==> src/rtl/core/iwdp_pkg.sv <==
// Shared types, widths and constants for the int8 weight dot product block.
package iwdp_pkg;

    localparam int ACT_W     = 16;
    localparam int BYTE_W    = 8;
    localparam int LANES     = 4;
    localparam int WORD_W    = LANES * BYTE_W;
    localparam int SCALE_W   = 16;
    localparam int BIAS_W    = 32;
    localparam int PROD_W    = ACT_W + BYTE_W;
    localparam int ACC_W     = 40;
    localparam int SPLIT_W   = 20;
    localparam int PLO_W     = SPLIT_W + 1 + SCALE_W;
    localparam int PHI_W     = (ACC_W - SPLIT_W) + SCALE_W;
    localparam int FULL_W    = ACC_W + SCALE_W + 1;
    localparam int SHIFT     = 14;
    localparam int SHR_W     = FULL_W - SHIFT;
    localparam int RES_W     = SHR_W + 1;
    localparam int OUT_W     = 32;

    typedef enum logic [2:0] {
        S_IDLE,
        S_ACC,
        S_MUL_LO,
        S_MUL_HI,
        S_SUM,
        S_OUT
    } state_t;

    typedef struct packed {
        logic load;
        logic acc_add;
        logic mul_lo;
        logic mul_hi;
        logic sum;
        logic out_load;
    } cmd_t;

    typedef struct packed {
        logic last;
        logic out_busy;
    } stat_t;

endpackage

==> src/rtl/core/iwdp_in_if.sv <==
// Input channel carrying activations, packed weights, scale, bias and end markers.
interface iwdp_in_if;
    logic               valid;
    logic               ready;
    logic signed [15:0] act0;
    logic signed [15:0] act1;
    logic signed [15:0] act2;
    logic signed [15:0] act3;
    logic        [31:0] weight_word;
    logic signed [15:0] scale;
    logic signed [31:0] bias_value;
    logic               last_word;
    logic               last_col;
    logic               last_row;

    modport source (
        output valid, act0, act1, act2, act3, weight_word, scale, bias_value,
               last_word, last_col, last_row,
        input  ready
    );

    modport sink (
        input  valid, act0, act1, act2, act3, weight_word, scale, bias_value,
               last_word, last_col, last_row,
        output ready
    );
endinterface

==> src/rtl/core/iwdp_out_if.sv <==
// Output channel carrying the scaled dot product, its saturation flag and end markers.
interface iwdp_out_if;
    logic               valid;
    logic               ready;
    logic signed [31:0] dot_result;
    logic               saturated;
    logic               col_end;
    logic               row_end;

    modport source (
        output valid, dot_result, saturated, col_end, row_end,
        input  ready
    );

    modport sink (
        input  valid, dot_result, saturated, col_end, row_end,
        output ready
    );
endinterface

==> src/rtl/core/iwdp_ctrl.sv <==
// Sequencer that steps the datapath through accumulate, scale and output phases.
module iwdp_ctrl
    import iwdp_pkg::*;
(
    input  logic  clk,
    input  logic  rst_n,
    input  logic  in_valid,
    output logic  in_ready,
    input  stat_t stat,
    output cmd_t  cmd
);

    state_t state_reg;
    state_t state_next;

    always_ff @(posedge clk or negedge rst_n)
    begin
        if (!rst_n)
        begin
            state_reg <= S_IDLE;
        end
        else
        begin
            state_reg <= state_next;
        end
    end

    always_comb
    begin
        state_next = state_reg;
        unique case (state_reg)
            S_IDLE:
            begin
                if (in_valid)
                begin
                    state_next = S_ACC;
                end
            end
            S_ACC:
            begin
                state_next = stat.last ? S_MUL_LO : S_IDLE;
            end
            S_MUL_LO:
            begin
                state_next = S_MUL_HI;
            end
            S_MUL_HI:
            begin
                state_next = S_SUM;
            end
            S_SUM:
            begin
                state_next = S_OUT;
            end
            S_OUT:
            begin
                if (!stat.out_busy)
                begin
                    state_next = S_IDLE;
                end
            end
            default:
            begin
                state_next = S_IDLE;
            end
        endcase
    end

    always_comb
    begin
        in_ready = 1'b0;
        cmd      = '0;
        unique case (state_reg)
            S_IDLE:
            begin
                in_ready = 1'b1;
                cmd.load = in_valid;
            end
            S_ACC:
            begin
                cmd.acc_add = 1'b1;
            end
            S_MUL_LO:
            begin
                cmd.mul_lo = 1'b1;
            end
            S_MUL_HI:
            begin
                cmd.mul_hi = 1'b1;
            end
            S_SUM:
            begin
                cmd.sum = 1'b1;
            end
            S_OUT:
            begin
                cmd.out_load = !stat.out_busy;
            end
            default:
            begin
                in_ready = 1'b0;
            end
        endcase
    end

endmodule

==> src/rtl/core/iwdp_datapath.sv <==
// Multiply-accumulate, split scale multiply, bias add, saturation and output register.
module iwdp_datapath
    import iwdp_pkg::*;
(
    input  logic                      clk,
    input  logic                      rst_n,
    input  cmd_t                      cmd,
    output stat_t                     stat,
    input  logic signed [ACT_W-1:0]   act0,
    input  logic signed [ACT_W-1:0]   act1,
    input  logic signed [ACT_W-1:0]   act2,
    input  logic signed [ACT_W-1:0]   act3,
    input  logic        [WORD_W-1:0]  weight_word,
    input  logic signed [SCALE_W-1:0] scale,
    input  logic signed [BIAS_W-1:0]  bias_value,
    input  logic                      last_word,
    input  logic                      last_col,
    input  logic                      last_row,
    output logic                      out_valid,
    input  logic                      out_ready,
    output logic signed [OUT_W-1:0]   dot_result,
    output logic                      saturated,
    output logic                      col_end,
    output logic                      row_end
);

    logic signed [ACT_W-1:0]   act_w [LANES];
    logic signed [PROD_W-1:0]  prod_reg [LANES];
    logic signed [PROD_W-1:0]  prod_next [LANES];
    logic signed [SCALE_W-1:0] scale_reg;
    logic signed [BIAS_W-1:0]  bias_reg;
    logic                      last_reg;
    logic                      col_reg;
    logic                      row_reg;

    logic signed [ACC_W-1:0]   acc_reg;
    logic signed [ACC_W-1:0]   acc_next;
    logic signed [ACC_W-1:0]   sum_next;
    logic signed [ACC_W-1:0]   total_reg;
    logic signed [PLO_W-1:0]   plo_reg;
    logic signed [PLO_W-1:0]   plo_next;
    logic signed [PHI_W-1:0]   phi_reg;
    logic signed [PHI_W-1:0]   phi_next;
    logic signed [FULL_W-1:0]  full_reg;
    logic signed [FULL_W-1:0]  full_next;
    logic signed [RES_W-1:0]   res_next;
    logic                      sat_next;
    logic signed [OUT_W-1:0]   dot_next;

    logic                      out_valid_reg;
    logic signed [OUT_W-1:0]   dot_reg;
    logic                      sat_reg;
    logic                      col_out_reg;
    logic                      row_out_reg;

    assign act_w[0] = act0;
    assign act_w[1] = act1;
    assign act_w[2] = act2;
    assign act_w[3] = act3;

    always_comb
    begin
        for (int i = 0; i < LANES; i++)
        begin
            prod_next[i] = act_w[i] * $signed(weight_word[i*BYTE_W +: BYTE_W]);
        end
    end

    always_comb
    begin
        sum_next = acc_reg;
        for (int i = 0; i < LANES; i++)
        begin
            sum_next = sum_next
                + {{(ACC_W-PROD_W){prod_reg[i][PROD_W-1]}}, prod_reg[i]};
        end
    end

    always_comb
    begin
        acc_next = acc_reg;
        if (cmd.acc_add)
        begin
            acc_next = last_reg ? '0 : sum_next;
        end
    end

    // The total is split into a signed upper half and an unsigned lower half.
    assign plo_next = $signed({1'b0, total_reg[SPLIT_W-1:0]}) * scale_reg;
    assign phi_next = $signed(total_reg[ACC_W-1:SPLIT_W]) * scale_reg;
    assign full_next = {phi_reg[PHI_W-1], phi_reg, {SPLIT_W{1'b0}}}
        + {{(FULL_W-PLO_W){plo_reg[PLO_W-1]}}, plo_reg};

    always_comb
    begin
        res_next = {full_reg[FULL_W-1], full_reg[FULL_W-1:SHIFT]}
            + {{(RES_W-BIAS_W){bias_reg[BIAS_W-1]}}, bias_reg};
        sat_next = (res_next[RES_W-1:OUT_W-1] != '0)
            && (res_next[RES_W-1:OUT_W-1] != '1);
        if (sat_next)
        begin
            dot_next = res_next[RES_W-1] ? {1'b1, {(OUT_W-1){1'b0}}}
                                         : {1'b0, {(OUT_W-1){1'b1}}};
        end
        else
        begin
            dot_next = res_next[OUT_W-1:0];
        end
    end

    always_ff @(posedge clk or negedge rst_n)
    begin
        if (!rst_n)
        begin
            acc_reg       <= '0;
            out_valid_reg <= 1'b0;
        end
        else
        begin
            acc_reg <= acc_next;
            if (cmd.out_load)
            begin
                out_valid_reg <= 1'b1;
            end
            else if (out_ready)
            begin
                out_valid_reg <= 1'b0;
            end
        end
    end

    always_ff @(posedge clk)
    begin
        if (cmd.load)
        begin
            for (int i = 0; i < LANES; i++)
            begin
                prod_reg[i] <= prod_next[i];
            end
            scale_reg <= scale;
            bias_reg  <= bias_value;
            last_reg  <= last_word;
            col_reg   <= last_col;
            row_reg   <= last_row;
        end
        if (cmd.acc_add)
        begin
            total_reg <= sum_next;
        end
        if (cmd.mul_lo)
        begin
            plo_reg <= plo_next;
        end
        if (cmd.mul_hi)
        begin
            phi_reg <= phi_next;
        end
        if (cmd.sum)
        begin
            full_reg <= full_next;
        end
        if (cmd.out_load)
        begin
            dot_reg     <= dot_next;
            sat_reg     <= sat_next;
            col_out_reg <= col_reg;
            row_out_reg <= row_reg;
        end
    end

    assign stat.last     = last_reg;
    assign stat.out_busy = out_valid_reg && !out_ready;

    assign out_valid  = out_valid_reg;
    assign dot_result = dot_reg;
    assign saturated  = sat_reg;
    assign col_end    = col_out_reg;
    assign row_end    = row_out_reg;

    // A final word must leave the accumulator empty for the next dot product.
    assert property (@(posedge clk) disable iff (!rst_n)
        cmd.acc_add && last_reg |=> acc_reg == '0)
        else $error("accumulator not cleared after final word");

    // A new result must never overwrite one that is still waiting.
    assert property (@(posedge clk) disable iff (!rst_n)
        cmd.out_load |-> !(out_valid_reg && !out_ready))
        else $error("result register overwritten while stalled");

    assert property (@(posedge clk) disable iff (!rst_n)
        cmd.out_load |=> out_valid_reg)
        else $error("loaded result not presented");

endmodule

==> src/rtl/core/int8_weight_dot_product.sv <==
// Top level of the int8 weight dot product block.
//
// Items arrive on din: four signed Q8.8 activations, a word of four signed
// int8 weights with byte 0 lowest, a Q2.14 scale, a Q24.8 bias and three
// end markers. Each item's four products are added into a 40-bit
// accumulator. On an item with last_word set, the total is multiplied by
// the scale, shifted right by 14 with floor rounding, added to the bias and
// saturated to 32 bits; one result item then appears on dout and the
// accumulator is cleared. Items without last_word give no result.
// For an item that is not a last word, din.ready drops after it is accepted
// while the accumulate step runs. A last word runs the accumulate step, the
// low and high scale multiply steps, a sum step and an output step that adds
// the bias and saturates; its result shows on dout in the same cycle that din
// is ready again. The scale multiply is done as two 20-bit halves on one
// sequencer.
// After reset the accumulator is zero and no result is pending.
// A result waits in the output register while dout.ready is low; a further
// last word then holds in its output step until the register is free.
module int8_weight_dot_product
    import iwdp_pkg::*;
(
    input logic   clk,
    input logic   rst_n,
    iwdp_in_if.sink    din,
    iwdp_out_if.source dout
);

    cmd_t  cmd;
    stat_t stat;
    logic  in_ready;

    assign din.ready = in_ready;

    iwdp_ctrl u_ctrl (
        .clk      (clk),
        .rst_n    (rst_n),
        .in_valid (din.valid),
        .in_ready (in_ready),
        .stat     (stat),
        .cmd      (cmd)
    );

    iwdp_datapath u_datapath (
        .clk         (clk),
        .rst_n       (rst_n),
        .cmd         (cmd),
        .stat        (stat),
        .act0        (din.act0),
        .act1        (din.act1),
        .act2        (din.act2),
        .act3        (din.act3),
        .weight_word (din.weight_word),
        .scale       (din.scale),
        .bias_value  (din.bias_value),
        .last_word   (din.last_word),
        .last_col    (din.last_col),
        .last_row    (din.last_row),
        .out_valid   (dout.valid),
        .out_ready   (dout.ready),
        .dot_result  (dout.dot_result),
        .saturated   (dout.saturated),
        .col_end     (dout.col_end),
        .row_end     (dout.row_end)
    );

endmodule
==> src/flat_wrapper.sv <==
// flat-port wrapper written by rule: the top's interface ports become plain ports
module int8_weight_dot_product_flat import iwdp_pkg::*;
  (clk, rst_n, din_valid, din_act0, din_act1, din_act2, din_act3, din_weight_word, din_scale, din_bias_value, din_last_word, din_last_col, din_last_row, din_ready, dout_valid, dout_dot_result, dout_saturated, dout_col_end, dout_row_end, dout_ready);
  iwdp_in_if din_i ();
  iwdp_out_if dout_i ();
  input logic clk;
  input logic rst_n;
  input wire logic [$bits(din_i.valid)-1:0] din_valid;
  input wire logic [$bits(din_i.act0)-1:0] din_act0;
  input wire logic [$bits(din_i.act1)-1:0] din_act1;
  input wire logic [$bits(din_i.act2)-1:0] din_act2;
  input wire logic [$bits(din_i.act3)-1:0] din_act3;
  input wire logic [$bits(din_i.weight_word)-1:0] din_weight_word;
  input wire logic [$bits(din_i.scale)-1:0] din_scale;
  input wire logic [$bits(din_i.bias_value)-1:0] din_bias_value;
  input wire logic [$bits(din_i.last_word)-1:0] din_last_word;
  input wire logic [$bits(din_i.last_col)-1:0] din_last_col;
  input wire logic [$bits(din_i.last_row)-1:0] din_last_row;
  output wire logic [$bits(din_i.ready)-1:0] din_ready;
  output wire logic [$bits(dout_i.valid)-1:0] dout_valid;
  output wire logic [$bits(dout_i.dot_result)-1:0] dout_dot_result;
  output wire logic [$bits(dout_i.saturated)-1:0] dout_saturated;
  output wire logic [$bits(dout_i.col_end)-1:0] dout_col_end;
  output wire logic [$bits(dout_i.row_end)-1:0] dout_row_end;
  input wire logic [$bits(dout_i.ready)-1:0] dout_ready;
  assign din_i.valid = din_valid;
  assign din_i.act0 = din_act0;
  assign din_i.act1 = din_act1;
  assign din_i.act2 = din_act2;
  assign din_i.act3 = din_act3;
  assign din_i.weight_word = din_weight_word;
  assign din_i.scale = din_scale;
  assign din_i.bias_value = din_bias_value;
  assign din_i.last_word = din_last_word;
  assign din_i.last_col = din_last_col;
  assign din_i.last_row = din_last_row;
  assign din_ready = din_i.ready;
  assign dout_valid = dout_i.valid;
  assign dout_dot_result = dout_i.dot_result;
  assign dout_saturated = dout_i.saturated;
  assign dout_col_end = dout_i.col_end;
  assign dout_row_end = dout_i.row_end;
  assign dout_i.ready = dout_ready;
  int8_weight_dot_product u_core (.clk(clk), .rst_n(rst_n), .din(din_i), .dout(dout_i));
endmodule
==> config.mk <==
export PLATFORM = sky130hd
export DESIGN_NAME = int8_weight_dot_product_flat
export DESIGN_NICKNAME = d
export VERILOG_FILES = /design/src/rtl/core/iwdp_pkg.sv /design/src/rtl/core/iwdp_in_if.sv /design/src/rtl/core/iwdp_out_if.sv /design/src/rtl/core/iwdp_ctrl.sv /design/src/rtl/core/iwdp_datapath.sv /design/src/rtl/core/int8_weight_dot_product.sv /design/src/flat_wrapper.sv
export SDC_FILE = /design/constraint.sdc
export NUM_CORES = 2
export LEC_CHECK = 0
export ABC_AREA = 0
export ABC_CLOCK_PERIOD_IN_PS = 9800
export BUFFER_PORTS_ARGS = -buffer_cell sky130_fd_sc_hd__buf_4
export CAP_MARGIN = 15
export CORE_MARGIN = 1.5
export CORE_UTILIZATION = 23
export CTS_BUF_LIST = sky130_fd_sc_hd__clkbuf_8 sky130_fd_sc_hd__clkbuf_16
export CTS_CLUSTER_DIAMETER = 80
export DETAILED_ROUTE_END_ITERATION = 6
export HOLD_SLACK_MARGIN = 0.02
export PLACE_DENSITY_LB_ADDON = 0.2
export SKIP_CTS_REPAIR_TIMING = 1
export SLEW_MARGIN = 20
export SYNTH_ARGS = -nofsm -noshare
export SYNTH_HDL_FRONTEND = slang
export SYNTH_SLANG_ARGS = --single-unit
==> constraint.sdc <==
create_clock -name clk -period 9.8 [get_ports clk]
set_input_delay 0.98 -clock clk [delete_from_list [all_inputs] [get_ports clk]]
set_output_delay 0.98 -clock clk [all_outputs]
set_load 0.01 [all_outputs]
=== Word-level counts from Yosys, hierarchy flattened ===
Memories as Yosys holds them, arrays and structs flattened.
Index checks and enable logic that the tools add are counted.

* Register bits: 300
* Memory bits (writable): 96
* Bits of input ports: 151
* Word-level logic and storage cells: 63
* Memories: 1

{| class="wikitable"
|+ Memory list
! name !! depth !! bits a word !! rd ports !! clocked after Yosys merged registers in !! write ports !! RTL line !! RTL
|-
| u_core.u_datapath.prod_reg || 4 || 24 || 4 || 0 || 4 || iwdp_datapath.sv:28 || <nowiki>logic signed [PROD_W-1:0] prod_reg [LANES];</nowiki>
|}

* Add/subtract/negate cells: 6
* $mul: 6
* Eq/ne operators: 8
* Mux-type cells: 18
* Reductions and logical operators: 8

{| class="wikitable"
|+ Operator list
! cell !! count
|-
| 40-bit adder || 4
|-
| 16-bit by 8-bit multiplier with 24-bit output || 4
|-
| 32-bit 2-to-1 mux || 2
|-
| 56-bit by 37-bit adder with 57-bit output || 1
|-
| 43-bit by 32-bit adder with 44-bit output || 1
|-
| 40-bit 2-to-1 mux || 1
|-
| 21-bit by 16-bit multiplier with 37-bit output || 1
|-
| 20-bit by 16-bit multiplier with 36-bit output || 1
|-
| 3-bit one-hot mux with 6 select lines || 1
|-
| 13-bit != test (second input constant) || 1
|-
| 13-bit nonzero test || 1
|-
| 1-bit 2-to-1 mux || 11
|-
| 3-bit by 2-bit == test with 1-bit output (second input constant) || 2
|-
| 3-bit == test (second input constant) || 2
|-
| 3-bit 2-to-1 mux || 2
|-
| 2-bit != test (second input constant) || 2
|-
| 3-bit by 1-bit == test with 1-bit output (second input constant) || 1
|-
| 3-bit logical NOT || 1
|-
| 1-bit logical AND || 2
|-
| 1-bit logical NOT || 2
|-
| 2-bit 2-to-1 mux || 1
|-
| 2-bit AND reduction || 1
|-
| 2-bit nonzero test || 1
|}

=== Depth between registers and ports, before layout ===
An unclocked memory read counts as a cell.

* Depth in word-level cells: 6
* Depth in mapped cells: 27
* Mapped depth without buffers: 26

=== Hierarchy ===
Synthesis repeated with hierarchy kept, for this count alone.

* Cells, all modules: 6033
* Area, all modules: 60037.6 um^2

{| class="wikitable"
|+ Modules (own cells, without submodules)
! module !! instances !! cells an instance !! area an instance (um^2)
|-
| iwdp_datapath || 1 || 6012 || 59829.9
|-
| iwdp_ctrl || 1 || 21 || 207.7
|}

=== Worst setup path before layout ===
Ideal clock, no wire load.

* Kind: reg-to-reg
* From: reg u_core.u_datapath.scale_reg[1]
* To: reg u_core.u_datapath.phi_reg[34], data pin
* Library setup time: 258 ps
* Arrival: 6638 ps
* Data required time: 9542 ps
* Setup slack: 2905 ps
* Cell stages (with the launch flop): 26
* Path buffers: 2
* Period minus slack after synthesis: 6895 ps
* Cell sequence: edfxtp_1 -> clkbuf_1 -> clkbuf_1 -> nand2_1 -> fa_1 -> inv_1 -> fa_1 -> fa_1 -> fa_1 -> inv_1 -> fa_1 -> fa_1 -> inv_1 -> ha_1 -> and3_1 -> a31oi_1 -> o21ai_0 -> nor4b_1 -> a2bb2oi_1 -> a41o_1 -> nor4_1 -> o21ai_0 -> or4_1 -> a31o_2 -> a21oi_1 -> xnor2_1

* Word-level cells in the longest chain between the ends: 1

{| class="wikitable"
|+ Ends and longest elaborated chain
! what !! RTL line !! RTL
|-
| start: declaration || iwdp_datapath.sv:30 || <nowiki>logic signed [SCALE_W-1:0] scale_reg;</nowiki>
|-
| start signal: assignment || iwdp_datapath.sv:140 || <nowiki>scale_reg <= scale;</nowiki>
|-
| 20-bit by 16-bit multiplier with 36-bit output || iwdp_datapath.sv:90 || <nowiki>assign phi_next = $signed(total_reg[ACC_W-1:SPLIT_W]) * scale_reg;</nowiki>
|-
| net u_core.u_datapath.phi_next[34] || iwdp_datapath.sv:43 || <nowiki>logic signed [PHI_W-1:0] phi_next;</nowiki>
|-
| end signal: assignment || iwdp_datapath.sv:156 || <nowiki>phi_reg <= phi_next;</nowiki>
|-
| end: declaration || iwdp_datapath.sv:42 || <nowiki>logic signed [PHI_W-1:0] phi_reg;</nowiki>
|}

The timed path passes the listed nets, and every way through them passes these cells.
A chain may end at the register's enable or synchronous reset.

=== Final worst setup path ===
* From: reg u_core.u_datapath.scale_reg[10]
* To: reg u_core.u_datapath.phi_reg[35], data pin

Same word-level chain as after synthesis.

==> load_flow_metrics.sql <==
INSERT INTO impl_metrics (metric_group, metric, value, unit) VALUES
('sta', 'max_slew_margin', '29.3', '%'),
('cells_and_area', 'layout-drive-gt1-share', '5.84', '%'),
('floorplan', 'placementRows', '186', ''),
('run_status', 'outcome', 'finished clean', ''),
('worst_setup_path', 'startpoint_type', 'flop', ''),
('cells_and_area', 'number_of_flip_flops_under_the_largest_register_name', '96', ''),
('placed_design', 'post-dp-hpwl', '129000', 'um'),
('flow_run', 'cap_viol_max_count', '0', ''),
('floorplan', 'die_w', '512', 'um'),
('placed_design', 'gpl.final_weighted_congestion', '0.810', ''),
('clock_network', 'clockBufferDepth', '3', ''),
('synthesis', 'synth-edff-count', '324', ''),
('worst_setup_path', 'crit_top_cell', 'sky130_fd_sc_hd__fa_1', ''),
('global_route', 'grt_pass1_wl', '256000', 'um'),
('synthesis', 'netlist_top_cells_area', 'sky130_fd_sc_hd__fa_1 37%, sky130_fd_sc_hd__edfxtp_1 16%, sky130_fd_sc_hd__ha_1 11%', ''),
('cells_and_area', 'areaGrowthSynthToFinish', '12.0', '%'),
('synthesis', 'synthDistinctLibCells', '87', ''),
('cells_and_area', 'design.final.nets', '7851', ''),
('placed_design', 'io_buffer_count', '187', ''),
('synthesis', 'asyncSetResetFlopFracSynth', '12.0', '%'),
('detailed_routing', 'routed_wire_length_per_instance', '16.8', 'um'),
('synthesis', 'synth-warning-count', '0', ''),
('global_route', 'grt_start_max_net_pins', '114', ''),
('worst_setup_path', 'cell_breakdown_of_the_critical_path', 'buf_4 > nand2_1 > fa_1 > inv_1 > fa_1 > fa_1 > fa_1 > fa_1 > inv_1 > fa_1 > inv_1 > ha_1 > a21o_1 > a21o_1 > a21o_1 > a21oi_1 > o311ai_0 > o31ai_1 > o21ai_0 > nor4_1 > nor2_1 > a211o_1 > a21oi_1 > xnor2_1', ''),
('floorplan', 'die_height', '512', 'um'),
('synthesis', 'synthFlopType', 'sky130_fd_sc_hd__edfxtp_1', ''),
('floorplan', 'die_area', '262000', 'um^2'),
('sta', 'worst_clock_skew', '0.0372', 'ns'),
('worst_setup_path', 'worst_ep_required_time', '10.16', 'ns'),
('worst_hold_path', 'min_path_type', 'in2async', ''),
('sta', 'layout_worst_path_cycle_share', '79.3', '%'),
('sta', 'max_freq', '129', 'MHz'),
('clock_network', 'htree_levels', '2', ''),
('worst_setup_path', 'cpPeakStageDelay', '1.04', 'ns'),
('clock_network', 'cts_num_sinks', '368', ''),
('floorplan', 'fp.coreArea', '257000', 'um^2'),
('clock_network', 'cts-root-buf', 'sky130_fd_sc_hd__clkbuf_16', ''),
('synthesis', 'synthMostInstantiatedCell', 'sky130_fd_sc_hd__inv_1', ''),
('global_route', 'grt.overflow.total', '0', ''),
('worst_setup_path', 'crit_path_top_delay_cell', 'sky130_fd_sc_hd__edfxtp_1', ''),
('detailed_routing', 'drt-initial-drc-count', '1807', ''),
('floorplan', 'initial_core_util', '23.2', '%'),
('worst_setup_path', 'worst-endpoint-arrival', '8.13', 'ns'),
('worst_setup_path', 'setup.worst_path.class', 'reg2reg', ''),
('global_route', 'grt_usage', '12.4', '%'),
('detailed_routing', 'first_pass_detailed_route_iteration_total', '6', ''),
('synthesis', 'flip_flop_and_latch_count_after_synthesis', '368', ''),
('synthesis', 'post_synth_most_frequent_cells', '1,249 x sky130_fd_sc_hd__inv_1, 1,097 x sky130_fd_sc_hd__fa_1, 591 x sky130_fd_sc_hd__nand2_1', ''),
('detailed_routing', 'ant_nets', '0', ''),
('sta', 'finalMaxSlewViolations', '0', ''),
('detailed_routing', 'detailroute.via_count', '39600', ''),
('global_route', 'antenna_found_initial', '3', ''),
('synthesis', 'total_standard_cell_area_after_synthesis', '59600', 'um^2'),
('sta', 'actual_transition_at_the_worst_max_transition_pin', '1.06', 'ns'),
('detailed_routing', 'post-route-drc-count', '0', ''),
('synthesis', 'post_synth.cell_area_avg', '9.99', 'um^2'),
('worst_setup_path', 'setup.worst_path.end_class', 'flop', ''),
('synthesis', 'synthesis.instances', '5962', ''),
('synthesis', 'synth_top_cell_by_area', 'sky130_fd_sc_hd__fa_1', ''),
('sta', 'setup_violations', '0', ''),
('clock_network', 'clk_pin_slew_worst_paths', '0.06', 'ns'),
('detailed_routing', 'drt-vias-per-instance', '4.16', ''),
('global_route', 'number_of_global_route_vias_before_repair', '43900', ''),
('sta', 'final.setup.tns', '0', 'ns'),
('worst_setup_path', 'crit_path_max_fanout', '16', ''),
('floorplan', 'ioPinCount', '188', ''),
('detailed_routing', 'routed_wirelength', '160000', 'um'),
('synthesis', 'sequential_share_of_the_synthesized_area', '18.2', '%'),
('synthesis', 'synthDominantCellAreaShare', '36.9', '%'),
('sta', 'rsz0062_at_grt', 'false', ''),
('clock_network', 'inserted_clock_buffers', '51', ''),
('sta', 'final-hold-violation-count', '0', ''),
('sta', 'final.min_clock_period', '7.77', 'ns'),
('synthesis', 'synth_fp_nets', '7726', ''),
('clock_network', 'tritoncts', 'done', ''),
('clock_network', 'clkLatencyLatePin', '0.65', 'ns');
==> metal layers <==
| metal | vias up | wire length (um) | global-route usage [%] | share of wire (%) |
|---|---|---|---|---|
| met5 | - | 0 | 0 | 0 |
| met4 | 0 | 3280 | 2.51 | 2.0 |
| met3 | 116 | 5540 | 1.39 | 3.5 |
| met2 | 653 | 71500 | 20.0 | 45 |
| met1 | 20000 | 79900 | 17.7 | 50 |
| li1 | 18800 | - | - | - |
==> path summary, 6_finish.rpt <==
kind                       cells after the start                       startpoint                             end  slack (ns)
hold / removal                                 1                            rst_n      u_core.u_ctrl.state_reg[0]        0.41
setup / recovery                              24  u_core.u_datapath.scale_reg[10]   u_core.u_datapath.phi_reg[35]        2.03
min in group clk                               0    u_core.u_datapath.plo_reg[17]  u_core.u_datapath.full_reg[17]        0.42
max in group asynchronous                      1                            rst_n    u_core.u_datapath.acc_reg[0]        8.82
setup reg to reg                              24  u_core.u_datapath.scale_reg[10]   u_core.u_datapath.phi_reg[35]        2.03
hold reg to reg                                0    u_core.u_datapath.plo_reg[17]  u_core.u_datapath.full_reg[17]        0.42
==> placed cells by master, fill, tap and decap left out, types with 8 or more instances in the layout <==
cell and instances:
sky130_fd_sc_hd__a211o_1 8, sky130_fd_sc_hd__a21o_1 95, sky130_fd_sc_hd__nand2_1 591, sky130_fd_sc_hd__edfxtp_1 324
sky130_fd_sc_hd__clkinv_1 12, sky130_fd_sc_hd__o211ai_1 12, sky130_fd_sc_hd__o21bai_1 24, sky130_fd_sc_hd__nor3_1 59
sky130_fd_sc_hd__dfrtp_1 44, sky130_fd_sc_hd__a22o_1 34, sky130_fd_sc_hd__clkbuf_16 52, sky130_fd_sc_hd__buf_4 229
sky130_fd_sc_hd__a211oi_1 21, sky130_fd_sc_hd__nor2_1 171, sky130_fd_sc_hd__a21oi_1 177, sky130_fd_sc_hd__ha_1 516
sky130_fd_sc_hd__o21ai_0 112, sky130_fd_sc_hd__xor2_1 69, sky130_fd_sc_hd__fa_1 1097, sky130_fd_sc_hd__xnor2_1 180
sky130_fd_sc_hd__o21a_1 33, sky130_fd_sc_hd__or2_2 10, sky130_fd_sc_hd__nand2b_1 102, sky130_fd_sc_hd__and2_1 579
sky130_fd_sc_hd__a21boi_0 11, sky130_fd_sc_hd__nand4_1 17, sky130_fd_sc_hd__and3_1 21, sky130_fd_sc_hd__nor2b_1 24
sky130_fd_sc_hd__inv_1 1256, sky130_fd_sc_hd__nand3_1 38, sky130_fd_sc_hd__or3_1 16, sky130_fd_sc_hd__a31oi_1 15
==> worst max-delay path, delay by kind of cell (launching register included) <==
family          cells  cell delay (ns)
flops               1             1.04
simple gates        3             0.52
xor+xnor            1             0.09
buf+inv             4             0.54
fa+ha+maj           7             3.40
compound gates      9             1.89
==> area by class of cell <==
cell class | count | area [um^2]
multi-input cells | 4183 | 43500
flip-flops and latches | 368 | 10800
diodes | 2 | 5.00
well taps | 3384 | 4230
repair buffers | 233 | 1790
inverters | 1250 | 4690
clock buffers | 52 | 1300
fillers | 27400 | 190000
clock inverters | 43 | 363
==> logic make-up (layout without fill, tap and decap cells) <==
logic type	after synthesis	count (layout)	share of synthesized area, %
AOI/OAI and AO/OA	641	641	7.17
muxes	3	3	0.0588
adders and majority gates	1613	1613	47.7
buffers and inverters	1411	1578	8.90
DFF	368	368	18.2
and+or+nand+nor	1677	1677	14.3
xor gates and xnor gates	249	249	3.66
other	0	2	0
==> stage by stage <==
step	hold slack, ns	utilization (%)	worst slack, ns	instances	cell area, um^2
CTS	0.412	25.9	1.88	9513	66700
detailed placement	0.405	25.3	1.94	9418	65000
finish	0.411	25.9	2.03	9515	66700
global route	0.426	25.9	1.33	9514	66700
floorplan	0.400	-	2.90	5962	59600
global placement	0.402	25.3	1.56	9416	65000
Power is left out: the tool's default activity adds up to more than one toggle a clock period on the data nets, which glitch-free logic cannot reach.
